File: src/design/dd_pkg.sv
// Shared types, constants and calendar helpers for the date difference block.
// Used by dd_lane, dd_merge and date_difference_days. No dependencies.
package dd_pkg;

    localparam int unsigned YEAR_W   = 14;
    localparam int unsigned MONTH_W  = 4;
    localparam int unsigned DAY_W    = 5;
    localparam int unsigned COUNT_W  = 22;
    localparam int unsigned DN_W     = 23;
    localparam int unsigned STATUS_W = 3;
    localparam int unsigned QUOT_W   = 8;
    localparam int unsigned MDAYS_W  = 9;
    localparam int unsigned MAXY_W   = 17;

    localparam int unsigned MAX_YEAR_DEF = 9999;
    localparam logic [COUNT_W-1:0] LIMIT_RESET = COUNT_W'(30);
    localparam logic [COUNT_W-1:0] COUNT_MAX   = {COUNT_W{1'b1}};

    localparam int unsigned RECIP_100   = 5243;
    localparam int unsigned RECIP_SHIFT = 19;
    localparam int unsigned RECIP_W     = 28;

    typedef logic [STATUS_W-1:0] status_t;

    localparam status_t ST_OK          = 3'd0;
    localparam status_t ST_YEAR_ORDER  = 3'd1;
    localparam status_t ST_MONTH_ORDER = 3'd2;
    localparam status_t ST_DAY_ORDER   = 3'd3;
    localparam status_t ST_START_MONTH = 3'd4;
    localparam status_t ST_START_DAY   = 3'd5;
    localparam status_t ST_END_MONTH   = 3'd6;
    localparam status_t ST_END_DAY     = 3'd7;

    localparam logic [MONTH_W-1:0] MONTH_FEB = 4'd2;
    localparam logic [MONTH_W-1:0] MONTH_DEC = 4'd12;

    typedef struct packed {
        logic [DN_W-1:0] day_num;
        logic            month_bad;
        logic            day_bad;
    } lane_res_t;

    function automatic logic [YEAR_W-1:0] clamp_year(input logic [YEAR_W-1:0] y,
                                                      input logic [MAXY_W-1:0] max_y);
        logic [YEAR_W-1:0] r;
        r = y;
        if (MAXY_W'(y) > max_y)
        begin
            r = YEAR_W'(max_y);
        end
        return r;
    endfunction

    // exact for x below 25600
    function automatic logic [QUOT_W-1:0] div100(input logic [YEAR_W:0] x);
        logic [RECIP_W-1:0] p;
        p = RECIP_W'(x) * RECIP_W'(RECIP_100);
        return QUOT_W'(p >> RECIP_SHIFT);
    endfunction

    function automatic logic [DAY_W-1:0] month_len(input logic [MONTH_W-1:0] m,
                                                    input logic leap);
        logic [DAY_W-1:0] r;
        case (m)
            4'd1, 4'd3, 4'd5, 4'd7, 4'd8, 4'd10, 4'd12: r = 5'd31;
            4'd4, 4'd6, 4'd9, 4'd11:                     r = 5'd30;
            4'd2:    r = leap ? 5'd29 : 5'd28;
            default: r = 5'd0;
        endcase
        return r;
    endfunction

    function automatic logic [MDAYS_W-1:0] month_start(input logic [MONTH_W-1:0] m);
        logic [MDAYS_W-1:0] r;
        case (m)
            4'd2:    r = 9'd31;
            4'd3:    r = 9'd59;
            4'd4:    r = 9'd90;
            4'd5:    r = 9'd120;
            4'd6:    r = 9'd151;
            4'd7:    r = 9'd181;
            4'd8:    r = 9'd212;
            4'd9:    r = 9'd243;
            4'd10:   r = 9'd273;
            4'd11:   r = 9'd304;
            4'd12:   r = 9'd334;
            default: r = 9'd0;
        endcase
        return r;
    endfunction

endpackage

File: src/design/dd_lane.sv
// One date lane: day number and month/day validity in three register stages.
// Depends on dd_pkg.
module dd_lane #(
    parameter int unsigned MAX_YEAR = dd_pkg::MAX_YEAR_DEF
) (
    input  logic                         clk,
    input  logic [dd_pkg::YEAR_W-1:0]    year,
    input  logic [dd_pkg::MONTH_W-1:0]   month,
    input  logic [dd_pkg::DAY_W-1:0]     day,
    output dd_pkg::lane_res_t            res
);

    logic [dd_pkg::YEAR_W-1:0]  yc;
    logic [dd_pkg::YEAR_W:0]    y_p99;
    logic [dd_pkg::YEAR_W:0]    y_p399;

    logic [dd_pkg::YEAR_W-1:0]  yc_a_reg;
    logic [dd_pkg::MONTH_W-1:0] m_a_reg;
    logic [dd_pkg::DAY_W-1:0]   d_a_reg;
    logic [dd_pkg::QUOT_W-1:0]  q0_a_reg;
    logic [dd_pkg::QUOT_W-1:0]  q1_a_reg;
    logic [dd_pkg::QUOT_W-1:0]  q4_a_reg;

    logic [dd_pkg::YEAR_W-1:0]  r100;
    logic                       leap;
    logic [dd_pkg::DAY_W-1:0]   dlen;
    logic [dd_pkg::YEAR_W:0]    y_p3;
    logic [dd_pkg::DN_W-1:0]    yterm_next;
    logic [dd_pkg::MDAYS_W-1:0] mdays_next;
    logic                       mbad_next;
    logic                       dbad_next;

    logic [dd_pkg::DN_W-1:0]    yterm_b_reg;
    logic [dd_pkg::QUOT_W-1:0]  sub_b_reg;
    logic [dd_pkg::MDAYS_W-1:0] mdays_b_reg;
    logic                       mbad_b_reg;
    logic                       dbad_b_reg;

    dd_pkg::lane_res_t          res_next;
    dd_pkg::lane_res_t          res_reg;

    assign yc     = dd_pkg::clamp_year(year, dd_pkg::MAXY_W'(MAX_YEAR));
    assign y_p99  = (dd_pkg::YEAR_W+1)'(yc) + 15'd99;
    assign y_p399 = ((dd_pkg::YEAR_W+1)'(yc) + 15'd399) >> 2;

    always_ff @(posedge clk)
    begin
        yc_a_reg <= yc;
        m_a_reg  <= month;
        d_a_reg  <= day;
        q0_a_reg <= dd_pkg::div100((dd_pkg::YEAR_W+1)'(yc));
        q1_a_reg <= dd_pkg::div100(y_p99);
        q4_a_reg <= dd_pkg::div100(y_p399);
    end

    always_comb
    begin
        r100       = yc_a_reg - dd_pkg::YEAR_W'(q0_a_reg * 7'd100);
        leap       = ((yc_a_reg[1:0] == 2'b00) && (r100 != '0))
                   || ((r100 == '0) && (q0_a_reg[1:0] == 2'b00));
        dlen       = dd_pkg::month_len(m_a_reg, leap);
        y_p3       = (dd_pkg::YEAR_W+1)'(yc_a_reg) + 15'd3;
        yterm_next = dd_pkg::DN_W'(yc_a_reg) * dd_pkg::DN_W'(365)
                   + dd_pkg::DN_W'(y_p3 >> 2);
        mdays_next = dd_pkg::month_start(m_a_reg)
                   + dd_pkg::MDAYS_W'(leap && (m_a_reg > dd_pkg::MONTH_FEB))
                   + dd_pkg::MDAYS_W'(d_a_reg);
        mbad_next  = (m_a_reg == '0) || (m_a_reg > dd_pkg::MONTH_DEC);
        dbad_next  = (d_a_reg == '0) || (d_a_reg > dlen);
    end

    always_ff @(posedge clk)
    begin
        yterm_b_reg <= yterm_next;
        sub_b_reg   <= q1_a_reg - q4_a_reg;
        mdays_b_reg <= mdays_next;
        mbad_b_reg  <= mbad_next;
        dbad_b_reg  <= dbad_next;
    end

    always_comb
    begin
        res_next.day_num   = yterm_b_reg - dd_pkg::DN_W'(sub_b_reg)
                           + dd_pkg::DN_W'(mdays_b_reg);
        res_next.month_bad = mbad_b_reg;
        res_next.day_bad   = dbad_b_reg;
    end

    always_ff @(posedge clk)
    begin
        res_reg <= res_next;
    end

    assign res = res_reg;

endmodule

File: src/design/dd_merge.sv
// Merge stage: combines both lanes and the order check into the result.
// Depends on dd_pkg.
module dd_merge (
    input  logic                         clk,
    input  logic                         rst_n,
    input  logic                         in_valid,
    input  dd_pkg::status_t              order_status,
    input  dd_pkg::lane_res_t            start_res,
    input  dd_pkg::lane_res_t            end_res,
    input  logic [dd_pkg::COUNT_W-1:0]   limit,
    output logic                         out_valid,
    output dd_pkg::status_t              out_status,
    output logic [dd_pkg::COUNT_W-1:0]   out_count,
    output logic                         out_over
);

    dd_pkg::status_t              status_next;
    logic [dd_pkg::DN_W:0]        diff;
    logic [dd_pkg::COUNT_W-1:0]   count_next;
    logic                         over_next;

    logic                         valid_reg;
    dd_pkg::status_t              status_reg;
    logic [dd_pkg::COUNT_W-1:0]   count_reg;
    logic                         over_reg;

    always_comb
    begin
        if (order_status != dd_pkg::ST_OK)
            status_next = order_status;
        else if (start_res.month_bad)
            status_next = dd_pkg::ST_START_MONTH;
        else if (start_res.day_bad)
            status_next = dd_pkg::ST_START_DAY;
        else if (end_res.month_bad)
            status_next = dd_pkg::ST_END_MONTH;
        else if (end_res.day_bad)
            status_next = dd_pkg::ST_END_DAY;
        else
            status_next = dd_pkg::ST_OK;

        diff       = {1'b0, end_res.day_num} - {1'b0, start_res.day_num};
        count_next = '0;
        if (status_next == dd_pkg::ST_OK)
        begin
            if (diff > (dd_pkg::DN_W+1)'(dd_pkg::COUNT_MAX))
                count_next = dd_pkg::COUNT_MAX;
            else
                count_next = diff[dd_pkg::COUNT_W-1:0];
        end
        over_next = (status_next == dd_pkg::ST_OK) && (count_next >= limit);
    end

    always_ff @(posedge clk or negedge rst_n)
    begin
        if (!rst_n)
            valid_reg <= 1'b0;
        else
            valid_reg <= in_valid;
    end

    always_ff @(posedge clk)
    begin
        status_reg <= status_next;
        count_reg  <= count_next;
        over_reg   <= over_next;
    end

    assign out_valid  = valid_reg;
    assign out_status = status_reg;
    assign out_count  = count_reg;
    assign out_over   = over_reg;

endmodule

File: src/design/date_difference_days.sv
// Top level: two date lanes, the order check and the merge stage.
// Depends on dd_pkg, dd_lane and dd_merge.
//
//   channel   handshake              fields
//   request   start, busy            start_year/month/day, end_year/month/day
//   config    cfg_valid, cfg_ready   cfg_data (limit_days)
//   result    result_valid           status, day_count, over_limit
//
// One request per cycle; each result passes through three lane stages
// (reciprocal divides, year/month terms, final sum) and the merge register.
// busy stays low and cfg_ready stays high.
// Reset clears the pipeline valid bits and sets limit_days to 30.
// result_valid is a one-cycle strobe; the receiver cannot stall it.
module date_difference_days #(
    parameter int unsigned MAX_YEAR = dd_pkg::MAX_YEAR_DEF
) (
    input  logic                         clk,
    input  logic                         rst_n,
    input  logic                         start,
    output logic                         busy,
    input  logic [dd_pkg::YEAR_W-1:0]    start_year,
    input  logic [dd_pkg::MONTH_W-1:0]   start_month,
    input  logic [dd_pkg::DAY_W-1:0]     start_day,
    input  logic [dd_pkg::YEAR_W-1:0]    end_year,
    input  logic [dd_pkg::MONTH_W-1:0]   end_month,
    input  logic [dd_pkg::DAY_W-1:0]     end_day,
    input  logic                         cfg_valid,
    output logic                         cfg_ready,
    input  logic [dd_pkg::COUNT_W-1:0]   cfg_data,
    output logic                         result_valid,
    output logic [dd_pkg::STATUS_W-1:0]  status,
    output logic [dd_pkg::COUNT_W-1:0]   day_count,
    output logic                         over_limit
);

    logic                        accept;
    logic [dd_pkg::YEAR_W-1:0]   sy;
    logic [dd_pkg::YEAR_W-1:0]   ey;
    dd_pkg::status_t             order_next;

    logic                        v_a_reg;
    logic                        v_b_reg;
    logic                        v_c_reg;
    dd_pkg::status_t             ord_a_reg;
    dd_pkg::status_t             ord_b_reg;
    dd_pkg::status_t             ord_c_reg;
    logic [dd_pkg::COUNT_W-1:0]  limit_reg;

    dd_pkg::lane_res_t           start_res;
    dd_pkg::lane_res_t           end_res;

    assign busy      = 1'b0;
    assign cfg_ready = 1'b1;
    assign accept    = start && !busy;

    assign sy = dd_pkg::clamp_year(start_year, dd_pkg::MAXY_W'(MAX_YEAR));
    assign ey = dd_pkg::clamp_year(end_year, dd_pkg::MAXY_W'(MAX_YEAR));

    always_comb
    begin
        if (sy > ey)
            order_next = dd_pkg::ST_YEAR_ORDER;
        else if ((sy == ey) && (start_month > end_month))
            order_next = dd_pkg::ST_MONTH_ORDER;
        else if ((sy == ey) && (start_month == end_month) && (start_day > end_day))
            order_next = dd_pkg::ST_DAY_ORDER;
        else
            order_next = dd_pkg::ST_OK;
    end

    always_ff @(posedge clk or negedge rst_n)
    begin
        if (!rst_n)
        begin
            v_a_reg   <= 1'b0;
            v_b_reg   <= 1'b0;
            v_c_reg   <= 1'b0;
            limit_reg <= dd_pkg::LIMIT_RESET;
        end
        else
        begin
            v_a_reg <= accept;
            v_b_reg <= v_a_reg;
            v_c_reg <= v_b_reg;
            if (cfg_valid && cfg_ready)
                limit_reg <= cfg_data;
        end
    end

    always_ff @(posedge clk)
    begin
        ord_a_reg <= order_next;
        ord_b_reg <= ord_a_reg;
        ord_c_reg <= ord_b_reg;
    end

    dd_lane #(.MAX_YEAR(MAX_YEAR)) u_lane_start (
        .clk   (clk),
        .year  (start_year),
        .month (start_month),
        .day   (start_day),
        .res   (start_res)
    );

    dd_lane #(.MAX_YEAR(MAX_YEAR)) u_lane_end (
        .clk   (clk),
        .year  (end_year),
        .month (end_month),
        .day   (end_day),
        .res   (end_res)
    );

    dd_merge u_merge (
        .clk          (clk),
        .rst_n        (rst_n),
        .in_valid     (v_c_reg),
        .order_status (ord_c_reg),
        .start_res    (start_res),
        .end_res      (end_res),
        .limit        (limit_reg),
        .out_valid    (result_valid),
        .out_status   (status),
        .out_count    (day_count),
        .out_over     (over_limit)
    );

    a_latency: assert property (@(posedge clk) disable iff (!rst_n)
        accept |-> ##4 result_valid)
        else $error("request did not produce a result after four cycles");

    a_err_zero: assert property (@(posedge clk) disable iff (!rst_n)
        (result_valid && (status != dd_pkg::ST_OK)) |-> ((day_count == '0) && !over_limit))
        else $error("error result carries a count or flag");

    a_over: assert property (@(posedge clk) disable iff (!rst_n)
        (result_valid && over_limit) |-> (day_count >= limit_reg))
        else $error("over_limit set below the limit");

    a_no_spurious: assert property (@(posedge clk) disable iff (!rst_n)
        (!v_c_reg) |=> !result_valid)
        else $error("result without a request in flight");

endmodule

File: config.mk
export PLATFORM = sky130hd
export DESIGN_NAME = date_difference_days
export DESIGN_NICKNAME = d
export VERILOG_FILES = /design/src/design/dd_pkg.sv /design/src/design/dd_lane.sv /design/src/design/dd_merge.sv /design/src/design/date_difference_days.sv
export SDC_FILE = /design/constraint.sdc
export NUM_CORES = 2
export LEC_CHECK = 0
export BUFFER_PORTS_ARGS = -buffer_cell sky130_fd_sc_hd__buf_4
export CORE_MARGIN = 10
export CORE_UTILIZATION = 43
export DETAILED_ROUTE_END_ITERATION = 12
export GPL_ROUTABILITY_DRIVEN = 0
export HOLD_SLACK_MARGIN = 0.08
export PLACE_DENSITY_LB_ADDON = 0.1
export SYNTH_ARGS = -nofsm -noshare
export SYNTH_HDL_FRONTEND = slang
export SYNTH_SLANG_ARGS = --single-unit
File: constraint.sdc
create_clock -name clk -period 5.1 [get_ports clk]
set_input_delay 1.02 -clock clk [delete_from_list [all_inputs] [get_ports clk]]
set_output_delay 1.02 -clock clk [all_outputs]
set_load 0.1 [all_outputs]
==> summary.md <==
| Metric | Value |
|---|---|
| Outcome | `complete, but fails checks` |
| Failing checks | `setup timing` |
| Worst-margin pin slew | `0.949 ns` |
| Post-Synth Simple-Gate Area | `6.88%` |
| Setup Crit Path Kind | `input port to flip-flop` |
| Final setup viols | `48` |
| CP required | `5.57 ns` |
| Nets | `6820` |
| RSZ-0062 raised after global routing | `yes` |
| Reg2reg start | `u_lane_end.q0_a_reg[3]` |
| Area share of fa/ha/maj cells after synthesis | `51.3%` |
| Num ports | `101` |
| Tcrit/Tclk final | `140%` |
| CP max stage cell | `fa_1` |
| Worst Reg-to-Reg Cells | `25` |
| Number of global-route vias before repair | `33300` |
| DR iter-0 viols | `1155` |
| Number of synthesized flops with an enable pin | `0` |
| Max incr delay on CP | `0.55 ns` |
| Post-Synth XOR/XNOR Area | `6.69%` |
| Max_cap viols | `0` |
| Hpwl dp | `94300 um` |
| Clk_skew | `0.0161 ns` |
| WHS Endpoint | `u_lane_end.res[1]` |
| Die Y | `334 um` |
| Synth top area cells | `ha_1 29%, fa_1 23%, dfxtp_1 13%` |
| PortBufs | `98` |
| Diodes inserted | `0` |
| WP data arrival | `7.59 ns` |
| Initial Util | `43.2%` |
| Final WL | `108000 um` |
| Total track usage | `19.4%` |
| Largest buffer count on any clock path | `3` |
| Synth Area in Compound Gates | `9.63%` |
| Largest family of logic cells by synthesized area | `adder cells` |
| Final hold viol count | `0` |
| Root buffer cell | `clkbuf_16` |
| Die area | `111000 um^2` |
| Leading area contributor after synthesis | `ha_1` |
| Fin. max-slew vios | `0` |
| Area Growth Syn to Fin | `29.6%` |
| HP Start | `u_lane_end.mbad_b_reg` |
| Main flop type after synthesis | `dfxtp_1` |
| Htree depth | `1` |
| DRC | `0` |
| Reg2reg setup slack | `-0.07 ns` |
| CP Max Fanout | `4` |
| Netlist Area Pre-Place | `42400 um^2` |
| Via Count | `31700` |
| Slew margin rel. | `36.3%` |
| Routed len/inst | `16.4 um` |
| Fin cells | `6612` |
| Post-route worst setup slack | `-2.02 ns` |
| Std cell rows | `115` |
| Syn nets | `5995` |
| Worst-path clk slew | `0.06 ns` |
| Drt via density | `4.79` |
| CTS tree | `done` |
| Top-count cell post-synth | `inv_1` |
| Fmax | `140 MHz` |
| Flops & latches, synth | `302` |
| Mapped Cells | `4475` |
| Post-synth top area share | `28.7%` |
| Post-DRT Antenna Nets | `0` |
| Layout cells sized above 1 | `26.7%` |
| Asr flop ratio synth | `8.61%` |
| Fillers | `8787` |
| Worst path most repeated cell | `fa_1` |
| Min cycle time layout | `7.12 ns` |
| Largest net degree at the start of global routing | `44` |
| Reg-to-reg endpoint | `u_lane_end.mdays_b_reg[8]` |
| Syn. warnings | `0` |
| Buf+Inv Stages, Crit Path | `9` |
| First-pass GRT wire length | `176000 um` |
| Register area share after synthesis | `14.6%` |
| Crit end category | `flip-flop` |
| Critical Path Source Type | `input port` |
| Synth cell types | `94` |
| Initial antenna violation count | `7` |
| Worst hold path class | `flip-flop to flip-flop` |
| Clk sink count | `302` |
| Multiplexer share of the synthesized area | `0.476%` |
| Family with the most delay on the worst path | `adder cells` |
| Dpl cells | `6445` |
| Chip width | `334 um` |
| Avg Inst Size Synth | `9.46 um^2` |
| CTS Buf Count | `31` |
| Worst hold stages | `0` |
| Top cells by count, synth | `1110 x inv_1, 971 x ha_1, 477 x fa_1` |
| First-pass iteration count of the detailed router | `5` |
| Clk_lat worst skew | `0.59 ns` |
| Gr ovfl total | `0` |
| Core Region | `98000 um^2` |
==> layout make-up <==
class | count | area, um^2 | share of cell area, %
repair buffers | 836 | 6710 | 12.2
flip-flops and latches | 302 | 6200 | 11.3
clock buffers | 37 | 850 | 1.55
inverters | 1120 | 4250 | 7.74
multi-input cells | 3009 | 35000 | 63.8
clock inverters | 21 | 253 | 0.460
well taps | 1287 | 1610 | 2.93
==> how the worst max path moves through the flow <==
stage	from	to	slack, ns	cells after the start
2_1_floorplan	start_year[7]	u_lane_start.q4_a_reg[6]	-2.79	36
3_3_place_gp	start_year[4]	u_lane_start.q4_a_reg[6]	-2.91	30
3_5_place_dp	start_year[4]	u_lane_start.q4_a_reg[6]	-2.94	30
4_1_cts	start_year[7]	u_lane_start.q4_a_reg[6]	-1.99	33
5_1_grt	start_year[7]	u_lane_start.q4_a_reg[6]	-2.32	33
6_report	start_year[7]	u_lane_start.q4_a_reg[6]	-2.02	34
==> routing by layer <==
layer	vias to the layer above	wire, um	global-route usage (%)
li1	16100	-	-
met1	15100	51900	26.7
met2	387	50500	32.9
met3	96	3960	2.07
met4	4	1700	3.41
met5	-	27	0
==> timing repair <==
item                                    4_1_cts  5_1_grt
resized for setup                           361      195
hold buffers                                  0        0
buffers inserted                             76       51
pin swaps                                   306      232
endpoints found under the setup margin       59       70
==> logic make-up after synthesis <==
kind of cell,count (synthesis)
AOI/OAI and AO/OA,626
buffers and inverters,1164
DFF,302
other,2
and+or+nand+nor,594
adders and majority gates,1451
muxes,17
xor gates and xnor gates,319
==> worst reg2reg max path: stages (launching register included) <==
cell       delay (ns)
dfxtp_4          0.37
ha_4             0.25
ha_4             0.26
inv_2            0.03
fa_1             0.48
inv_2            0.05
ha_4             0.23
nor2b_4          0.12
o21ai_2          0.10
nand2b_1         0.08
buf_4            0.14
xnor2_1          0.11
ha_1             0.30
and4_1           0.23
a2111oi_4        0.29
o21ai_1          0.11
nor4b_4          0.17
or3_4            0.35
fa_2             0.39
fa_2             0.37
nor2b_1          0.12
o21ai_1          0.08
nand2b_1         0.09
a21o_1           0.13
nand4_1          0.09
xnor2_1          0.14
==> layout by cell type (no fill, tap or decap), drive strengths merged, types with 14 or more instances in the layout <==
master | Yosys | routed
and2 | 14 | 14
inv | 1115 | 1121
nand4 | 20 | 20
buf | 18 | 836
nor3 | 39 | 39
nor2 | 132 | 132
a211oi | 25 | 25
nand2 | 170 | 170
o21a | 30 | 30
dfxtp | 276 | 276
ha | 971 | 971
nand2b | 40 | 40
clkbuf | 26 | 37
fa | 477 | 477
o31ai | 18 | 18
xnor2 | 229 | 229
o211ai | 16 | 16
and3 | 33 | 33
o21ai | 152 | 152
a21o | 97 | 97
nor2b | 36 | 36
dfrtp | 22 | 22
a31oi | 15 | 15
o21bai | 23 | 23
xor2 | 90 | 90
nand3 | 52 | 52
a21oi | 165 | 165
==> stage by stage <==
stage          utilization, %  hold WS [ns]  TNS, ns  setup WS, ns  cell area, um^2
2_1_floorplan               -         0.310   -79.98         -2.79            43300
3_3_place_gp             51.1         0.311  -109.85         -2.91            50100
3_5_place_dp             51.1         0.312  -111.70         -2.94            50100
4_1_cts                  54.7         0.318   -65.13         -1.99            53600
5_1_grt                  56.0         0.332   -77.52         -2.32            54900
6_report                 56.0         0.321   -66.38         -2.02            54900
Power is not shown: default switching activity piles up to over one toggle a cycle in this logic, so the estimate is an artifact.
